[src/hdl/fmr_pkg.sv]
`timescale 1ns / 1ps
// ----------------------------------------------------------------------------
// fmr_pkg: shared types and constants for the fraction multiply-reduce unit
// Holds the beat types of both channels and the controller/datapath interface.
// ----------------------------------------------------------------------------
package fmr_pkg;

   // Width of each input operand (two's complement).
   localparam int OPERAND_WIDTH = 16;
   // Width of a signed product.
   localparam int PROD_WIDTH    = 2 * OPERAND_WIDTH;
   // Width of a product magnitude; the largest is 2**(PROD_WIDTH-2).
   localparam int MAG_WIDTH     = PROD_WIDTH - 1;
   // Width of each result field.
   localparam int OUT_WIDTH     = 32;
   // Width of the divider step counter.
   localparam int CNT_WIDTH     = $clog2(MAG_WIDTH);

   typedef struct packed {
      logic signed [OPERAND_WIDTH-1:0] first_numerator;
      logic signed [OPERAND_WIDTH-1:0] first_denominator;
      logic signed [OPERAND_WIDTH-1:0] second_numerator;
      logic signed [OPERAND_WIDTH-1:0] second_denominator;
   } req_data_type;

   typedef struct packed {
      logic signed [OUT_WIDTH-1:0] out_numerator;
      logic signed [OUT_WIDTH-1:0] out_denominator;
      logic                        zero_denominator;
   } rsp_data_type;

   // How the result beat is formed.
   typedef enum logic [1:0] {
      KIND_REDUCED  = 2'd0,
      KIND_ZERO_NUM = 2'd1,
      KIND_ZERO_DEN = 2'd2
   } result_kind_type;

   // Commands from the controller to the datapath.
   typedef struct packed {
      logic            load_in;    // capture the accepted request beat
      logic            mul_den;    // multiplier forms b*d instead of a*c
      logic            take_num;   // numerator magnitude and sign into x
      logic            take_den;   // denominator magnitude and sign into y
      logic            strip;      // drop a common factor of two
      logic            save;       // copy stripped magnitudes into the dividends
      logic            gcd_step;   // one binary GCD step
      logic            div_init;   // clear the divider remainders
      logic            div_step;   // one restoring division step
      logic            load_out;   // load the result register
      result_kind_type kind;       // result form for load_out
   } cmd_type;

   // Status from the datapath to the controller.
   typedef struct packed {
      logic x_zero;
      logic y_zero;
      logic both_even;
   } status_type;

endpackage

[src/hdl/fmr_controller.sv]
`timescale 1ns / 1ps
// ----------------------------------------------------------------------------
// fmr_controller: sequencer for the fraction multiply-reduce unit
// Steps one item through multiply, zero tests, factor-of-two strip, GCD, division and result load.
// ----------------------------------------------------------------------------
module fmr_controller (
   input  logic               clock,
   input  logic               reset,
   input  logic               req_valid,
   output logic               req_ready,
   output logic               rsp_valid,
   input  logic               rsp_ready,
   input  fmr_pkg::status_type status,
   output fmr_pkg::cmd_type    cmd
);

   typedef enum logic [8:0] {
      ST_IDLE     = 9'b000000001,
      ST_MUL_NUM  = 9'b000000010,
      ST_MUL_DEN  = 9'b000000100,
      ST_TAKE_DEN = 9'b000001000,
      ST_TEST     = 9'b000010000,
      ST_STRIP    = 9'b000100000,
      ST_GCD      = 9'b001000000,
      ST_DIV      = 9'b010000000,
      ST_DONE     = 9'b100000000
   } state_type;

   state_type                       state_ff, state_in;
   logic [fmr_pkg::CNT_WIDTH-1:0]   cnt_ff, cnt_in;
   fmr_pkg::result_kind_type        kind_ff, kind_in;
   logic                            rsp_valid_ff, rsp_valid_in;

   localparam logic [fmr_pkg::CNT_WIDTH-1:0] CntLast =
      fmr_pkg::CNT_WIDTH'(fmr_pkg::MAG_WIDTH - 1);

   always_comb begin
      state_in     = state_ff;
      cnt_in       = cnt_ff;
      kind_in      = kind_ff;
      cmd          = '0;
      cmd.kind     = kind_ff;
      rsp_valid_in = rsp_valid_ff && !rsp_ready;
      case (state_ff)
         ST_IDLE: begin
            if (req_valid) begin
               cmd.load_in = 1'b1;
               state_in    = ST_MUL_NUM;
            end
         end
         ST_MUL_NUM: begin
            state_in    = ST_MUL_DEN;
         end
         ST_MUL_DEN: begin
            cmd.mul_den  = 1'b1;
            cmd.take_num = 1'b1;
            state_in     = ST_TAKE_DEN;
         end
         ST_TAKE_DEN: begin
            cmd.take_den = 1'b1;
            state_in     = ST_TEST;
         end
         ST_TEST: begin
            if (status.y_zero) begin
               kind_in  = fmr_pkg::KIND_ZERO_DEN;
               state_in = ST_DONE;
            end else if (status.x_zero) begin
               kind_in  = fmr_pkg::KIND_ZERO_NUM;
               state_in = ST_DONE;
            end else begin
               kind_in  = fmr_pkg::KIND_REDUCED;
               state_in = ST_STRIP;
            end
         end
         ST_STRIP: begin
            if (status.both_even) begin
               cmd.strip = 1'b1;
            end else begin
               cmd.save = 1'b1;
               state_in = ST_GCD;
            end
         end
         ST_GCD: begin
            if (status.x_zero) begin
               cmd.div_init = 1'b1;
               cnt_in       = '0;
               state_in     = ST_DIV;
            end else begin
               cmd.gcd_step = 1'b1;
            end
         end
         ST_DIV: begin
            cmd.div_step = 1'b1;
            cnt_in       = cnt_ff + 1'b1;
            if (cnt_ff == CntLast) begin
               state_in = ST_DONE;
            end
         end
         ST_DONE: begin
            if (!rsp_valid_ff || rsp_ready) begin
               cmd.load_out = 1'b1;
               rsp_valid_in = 1'b1;
               state_in     = ST_IDLE;
            end
         end
         default: begin
            state_in = ST_IDLE;
         end
      endcase
   end

   always_ff @(posedge clock) begin
      if (reset) begin
         state_ff     <= ST_IDLE;
         cnt_ff       <= '0;
         kind_ff      <= fmr_pkg::KIND_REDUCED;
         rsp_valid_ff <= 1'b0;
      end else begin
         state_ff     <= state_in;
         cnt_ff       <= cnt_in;
         kind_ff      <= kind_in;
         rsp_valid_ff <= rsp_valid_in;
      end
   end

   assign req_ready = (state_ff == ST_IDLE);
   assign rsp_valid = rsp_valid_ff;

endmodule

[src/hdl/fmr_datapath.sv]
`timescale 1ns / 1ps
// ----------------------------------------------------------------------------
// fmr_datapath: arithmetic of the fraction multiply-reduce unit
// Shared multiplier, binary GCD registers, two restoring dividers, result register.
// ----------------------------------------------------------------------------
module fmr_datapath (
   input  logic                  clock,
   input  fmr_pkg::req_data_type req_data,
   input  fmr_pkg::cmd_type      cmd,
   output fmr_pkg::status_type   status,
   output fmr_pkg::rsp_data_type rsp_data
);

   localparam int MW = fmr_pkg::MAG_WIDTH;

   fmr_pkg::req_data_type               req_ff;
   logic signed [fmr_pkg::PROD_WIDTH-1:0] prod_ff;
   logic [MW-1:0]                       x_ff, y_ff;
   logic [MW-1:0]                       nn_ff, dd_ff;
   logic [MW-1:0]                       rn_ff, rd_ff;
   logic                                num_neg_ff, den_neg_ff;
   fmr_pkg::rsp_data_type               rsp_ff;

   logic signed [fmr_pkg::OPERAND_WIDTH-1:0] mul_a, mul_b;
   logic signed [fmr_pkg::PROD_WIDTH-1:0]    product;
   logic [fmr_pkg::PROD_WIDTH-1:0]           prod_neg;
   logic [MW-1:0]                            prod_mag;
   logic [MW:0]                              x_minus_y, y_minus_x;
   logic [MW:0]                              rn_shift, rd_shift, rn_diff, rd_diff;
   logic [fmr_pkg::OUT_WIDTH-1:0]            q_num, q_den;

   // The one multiplier serves both products.
   assign mul_a   = cmd.mul_den ? req_ff.first_denominator  : req_ff.first_numerator;
   assign mul_b   = cmd.mul_den ? req_ff.second_denominator : req_ff.second_numerator;
   assign product = mul_a * mul_b;

   assign prod_neg = '0 - prod_ff;
   assign prod_mag = prod_ff[fmr_pkg::PROD_WIDTH-1] ? prod_neg[MW-1:0] : prod_ff[MW-1:0];

   assign x_minus_y = {1'b0, x_ff} - {1'b0, y_ff};
   assign y_minus_x = {1'b0, y_ff} - {1'b0, x_ff};

   assign rn_shift = {rn_ff, nn_ff[MW-1]};
   assign rd_shift = {rd_ff, dd_ff[MW-1]};
   assign rn_diff  = rn_shift - {1'b0, y_ff};
   assign rd_diff  = rd_shift - {1'b0, y_ff};

   assign q_num = fmr_pkg::OUT_WIDTH'({1'b0, nn_ff});
   assign q_den = fmr_pkg::OUT_WIDTH'({1'b0, dd_ff});

   always_ff @(posedge clock) begin
      prod_ff <= product;
      if (cmd.load_in) begin
         req_ff <= req_data;
      end
      if (cmd.take_num) begin
         x_ff       <= prod_mag;
         num_neg_ff <= prod_ff[fmr_pkg::PROD_WIDTH-1];
      end
      if (cmd.take_den) begin
         y_ff       <= prod_mag;
         den_neg_ff <= prod_ff[fmr_pkg::PROD_WIDTH-1];
      end
      if (cmd.strip) begin
         x_ff <= x_ff >> 1;
         y_ff <= y_ff >> 1;
      end
      if (cmd.save) begin
         nn_ff <= x_ff;
         dd_ff <= y_ff;
      end
      // Binary GCD: halve an even value, else halve the difference of two odd ones.
      if (cmd.gcd_step) begin
         if (!x_ff[0]) begin
            x_ff <= x_ff >> 1;
         end else if (!y_ff[0]) begin
            y_ff <= y_ff >> 1;
         end else if (!x_minus_y[MW]) begin
            x_ff <= {1'b0, x_minus_y[MW-1:1]};
         end else begin
            y_ff <= {1'b0, y_minus_x[MW-1:1]};
         end
      end
      if (cmd.div_init) begin
         rn_ff <= '0;
         rd_ff <= '0;
      end
      // Restoring division by the GCD; each dividend register fills with its quotient.
      if (cmd.div_step) begin
         rn_ff <= rn_diff[MW] ? rn_shift[MW-1:0] : rn_diff[MW-1:0];
         rd_ff <= rd_diff[MW] ? rd_shift[MW-1:0] : rd_diff[MW-1:0];
         nn_ff <= {nn_ff[MW-2:0], !rn_diff[MW]};
         dd_ff <= {dd_ff[MW-2:0], !rd_diff[MW]};
      end
      if (cmd.load_out) begin
         case (cmd.kind)
            fmr_pkg::KIND_ZERO_DEN: begin
               rsp_ff.out_numerator    <= '0;
               rsp_ff.out_denominator  <= '0;
               rsp_ff.zero_denominator <= 1'b1;
            end
            fmr_pkg::KIND_ZERO_NUM: begin
               rsp_ff.out_numerator    <= '0;
               rsp_ff.out_denominator  <= fmr_pkg::OUT_WIDTH'(1);
               rsp_ff.zero_denominator <= 1'b0;
            end
            default: begin
               rsp_ff.out_numerator    <= num_neg_ff ? ('0 - q_num) : q_num;
               rsp_ff.out_denominator  <= den_neg_ff ? ('0 - q_den) : q_den;
               rsp_ff.zero_denominator <= 1'b0;
            end
         endcase
      end
   end

   assign status.x_zero    = (x_ff == '0);
   assign status.y_zero    = (y_ff == '0);
   assign status.both_even = !x_ff[0] && !y_ff[0];
   assign rsp_data         = rsp_ff;

endmodule

[src/hdl/fraction_multiply_reduce_unit.sv]
`timescale 1ns / 1ps
// One item at a time; the next request beat can be taken in the cycle after the
// result is loaded. The time goes to the one-step-per-cycle strip and binary GCD loops and
// the bit-serial dividers.
// A new request beat is taken while the previous result beat still waits.
// Reset is synchronous and active high; it idles the sequencer and drops rsp_valid.
// ----------------------------------------------------------------------------
// fraction_multiply_reduce_unit: multiply two signed fractions, reduce to lowest terms
// Forms a*c and b*d, divides both by the GCD of their magnitudes, keeps each sign.
// ----------------------------------------------------------------------------
module fraction_multiply_reduce_unit (
   input  logic                  clock,
   input  logic                  reset,
   input  logic                  req_valid,
   output logic                  req_ready,
   input  fmr_pkg::req_data_type req_data,
   output logic                  rsp_valid,
   input  logic                  rsp_ready,
   output fmr_pkg::rsp_data_type rsp_data
);

   // The controller sequences the work; the datapath holds every operand register.
   // They talk only through the command and status structs below.
   fmr_pkg::cmd_type    cmd;
   fmr_pkg::status_type status;

   // Flow per item: capture the beat, both products in turn on the one multiplier,
   // magnitudes and signs split off, zero tests (a zero denominator wins over a
   // zero numerator), common factors of two stripped, binary GCD on the odd rest,
   // then both stripped magnitudes are divided exactly by the odd GCD part.
   fmr_controller u_controller (
      .clock     (clock),
      .reset     (reset),
      .req_valid (req_valid),
      .req_ready (req_ready),
      .rsp_valid (rsp_valid),
      .rsp_ready (rsp_ready),
      .status    (status),
      .cmd       (cmd)
   );

   // The result register in the datapath parts the two channels, so the next
   // item can run while this result beat is held for the consumer.
   fmr_datapath u_datapath (
      .clock    (clock),
      .req_data (req_data),
      .cmd      (cmd),
      .status   (status),
      .rsp_data (rsp_data)
   );

endmodule

[config.mk]
export PLATFORM = sky130hd
export DESIGN_NAME = fraction_multiply_reduce_unit
export DESIGN_NICKNAME = d
export VERILOG_FILES = /design/src/hdl/fmr_pkg.sv /design/src/hdl/fmr_controller.sv /design/src/hdl/fmr_datapath.sv /design/src/hdl/fraction_multiply_reduce_unit.sv
export SDC_FILE = /design/constraint.sdc
export NUM_CORES = 2
export LEC_CHECK = 0
export ABC_AREA = 1
export BUFFER_PORTS_ARGS = -buffer_cell sky130_fd_sc_hd__buf_2
export CAP_MARGIN = 20
export CORE_MARGIN = 1.5
export CORE_UTILIZATION = 50
export CTS_CLUSTER_SIZE = 28
export DETAILED_ROUTE_END_ITERATION = 6
export GPL_TIMING_DRIVEN = 0
export PLACE_DENSITY = 0.69
export SLEW_MARGIN = 20
export SYNTH_ARGS = -nofsm -noshare
export SYNTH_HDL_FRONTEND = slang
export SYNTH_SLANG_ARGS = --single-unit
[constraint.sdc]
create_clock -name clock -period 8.1 [get_ports clock]
set_clock_uncertainty 0.05 [all_clocks]
set_input_delay 0.81 -clock clock [delete_from_list [all_inputs] [get_ports clock]]
set_output_delay 0.81 -clock clock [all_outputs]
set_load 0.05 [all_outputs]
==> out/metrics.cfg <==
[status]
status = complete, but fails checks
violations = DRC

[timing]
slew_violations = 0
finalHoldViolCount = 0
max_slew_margin = 0.317
rsz0062_at_grt = false
clock.fmax_mhz = 130
final-setup-viol-count = 0
period_minus_slack_ns = 7.68
post-route-period-util = 0.948
worst_pin_slew_ns = 1.02

[worst_setup_path]
cp.arrival_ns = 8.11
critical_path_class = reg2reg
end_kind = register
cp-start-kind = register
required_ns = 8.54
crit_top_cell = fa_1
reg2reg_depth = 25
max_stage_delay_ns = 1.01
crit_slowest_cell = fa_1
crit_fanout = 9
reg2reg_from = u_controller.state_ff[6]
timing.rr.end = u_datapath.prod_ff[31]
regToRegSetupSlack_ns = 0.42

[floorplanning]
initial_utilization = 0.503
die_area_um2 = 76300
coreArea_um2 = 74200
pin_count = 135
die_x_um = 276
row_count = 100
die_h_um = 276

[global_route]
antenna_found_initial = 0
grt_use_met2 = 0.568
grt_pass1_wl_um = 203000
use_met1 = 0.450
grt_use_met3 = 0.0478
grt-busiest-layer = met2
grt_use_total = 0.349
overflow = 0
grt_pass1_vias = 34296
grt_start_max_net_pins = 45

[clock_network]
tritoncts.num_buffers = 45
cts_tree = built
clk_latency_ns = 0.61
numClockSinks = 366
cts_root_buf = clkbuf_16
clk_pin_slew_ns = 0.06
clk_path_buf_depth = 3
cts_setup_buffers = 0
hold_buffers = 0
cts_resized = 0
h-tree-depth = 2

[layout]
nets = 6010
areaGrowthSynthToFinish_pct = 9.69
final_util = 0.552
fillers = 7337
layout-drive-gt1-share = 0.0786

[synthesis]
syn_avg_cell_area_um2 = 7.08
yosysWarnings = 0
netlist_area_um2 = 37300
syn-num-nets = 5817
synth.distinct_cells = 61
synth_edf_count = 255
async_reset_ff_frac = 0
yosysSeqAreaShare = 0.265
synthCells = 5273
synth_flop_cell = edfxtp_1
synth_seq_cells = 366

[routing]
post_drt_wl_per_cell_um = 21.0
avgViaCountPerCell = 5.59
drc = 4
drt_first_iter_violations = 3531
via_count = 36147
final_antenna_net_count = 0
dr.pass1.iters = 7
wirelength_um = 136000

[placement]
hpwl_um = 109000
io_buffers = 133
gp_congestion = 1.02

[hold_path]
hp-start = req_data[25]
holdPathEnd = u_datapath.req_ff[25]
hold_depth = 1
hp-class = in2reg

[job]
drv_cap = 0

==> placed cells by master, fill, tap and decap left out, types with 70 or more instances in the layout <==
cell type	netlist	layout
nand2_1	1429	1428
inv_1	821	821
nor2_1	684	683
nand3_1	313	313
a21oi_1	300	300
fa_1	266	266
edfxtp_1	255	255
o21ai_0	232	231
ha_1	210	210
buf_2	62	203
dfxtp_1	111	111
nor3_1	86	86
nand4_1	70	70
==> state kept, by name, indices dropped and copies added (netlist names) <==
register,count
u_controller.state_ff,9
u_datapath.den_neg_ff,1
u_datapath.rd_ff,31
u_datapath.y_ff,31
u_datapath.x_ff,31
u_datapath.rn_ff,31
u_datapath.rsp_data,65
u_controller.cnt_ff,5
u_controller.kind_ff,2
u_datapath.dd_ff,31
u_datapath.nn_ff,31
u_controller.rsp_valid,1
u_datapath.num_neg_ff,1
u_datapath.prod_ff,32
u_datapath.req_ff,64
==> cell usage after synthesis, types with 23 or more instances <==
| library cell | instances | area (um2) |
|---|---|---|
| xor2_1 | 64 | 561 |
| edfxtp_1 | 255 | 7660 |
| dfxtp_1 | 111 | 2220 |
| inv_1 | 821 | 3080 |
| nand2_2 | 23 | 144 |
| nor2_1 | 684 | 2570 |
| o21ai_0 | 232 | 1160 |
| clkbuf_1 | 49 | 184 |
| nor2_2 | 27 | 169 |
| nand4_1 | 70 | 438 |
| a21oi_1 | 300 | 1500 |
| buf_2 | 62 | 310 |
| fa_1 | 266 | 5330 |
| xnor2_1 | 23 | 201 |
| nand2_1 | 1429 | 5360 |
| inv_2 | 30 | 113 |
| ha_1 | 210 | 2630 |
| nand3_1 | 313 | 1570 |
| nor3_1 | 86 | 430 |
==> worst max-delay path by stage <==
| stage | start | endpoint | slack [ns] | cells past startpoint |
|---|---|---|---|---|
| global route | u_controller.state_ff[6] | u_datapath.prod_ff[31] | 0.02 | 25 |
| CTS | u_controller.state_ff[6] | u_datapath.prod_ff[31] | 0.45 | 25 |
| floorplan | rsp_ready | u_datapath.rsp_data[0] | 0.31 | 2 |
| detailed placement | u_controller.state_ff[6] | u_datapath.prod_ff[31] | 0.51 | 25 |
| finish | u_controller.state_ff[6] | u_datapath.prod_ff[31] | 0.42 | 25 |
| global placement | rsp_ready | u_datapath.rsp_data[30] | -1.57 | 3 |
==> cell families after synthesis <==
family	share of synthesized area
AO/OA/AOI/OAI	0.0915
XOR/XNOR	0.0204
adder cells (fa/ha/maj)	0.213
buffers and inverters	0.107
flip-flops	0.265
multiplexers	0.000268
AND/OR/NAND/NOR	0.304
==> final cells by class <==
class                   count  area, um2  area share
well taps                 969       1210      0.0296
inverters                 853       3210      0.0783
clock inverters            27        387     0.00944
diodes                      1       2.50   0.0000611
multi-input cells        3907      23500       0.574
clock buffers              53       1160      0.0282
repair buffers            146        828      0.0202
plain buffers             147        776      0.0189
flip-flops and latches    366       9880       0.241
==> layer usage <==
| layer | vias to the layer above | wire length [um] |
|---|---|---|
| met1 | 17046 | 54600 |
| li1 | 17114 | - |
| met3 | 358 | 11000 |
| met4 | 0 | 8280 |
| met2 | 1629 | 62000 |
| met5 | - | 0 |
==> worst max-delay path, delay by kind of cell, from the launching register on <==
family,cells,cell delay [ns]
and+or+nand+nor,9,1.74
adders and majority gates,7,4.04
AOI/OAI and AO/OA,5,0.88
buffers and inverters,4,0.51
DFF,1,0.33
==> metrics by stage <==
stage | setup TNS (ns) | instances | worst slack (ns) | hold WS (ns) | instance area [um2]
6_report | 0 | 6469 | 0.424 | 0.320 | 41000
5_1_grt | 0 | 6468 | 0.0185 | 0.309 | 41000
4_1_cts | 0 | 6468 | 0.452 | 0.311 | 41000
3_5_place_dp | 0 | 6388 | 0.507 | 0.426 | 39400
3_3_place_gp | -101.38 | 6375 | -1.57 | 0.422 | 39200
2_1_floorplan | 0 | 5273 | 0.315 | 0.404 | 37300
Power is not shown: default switching activity piles up to over one toggle a cycle in this logic, so the estimate is an artifact.
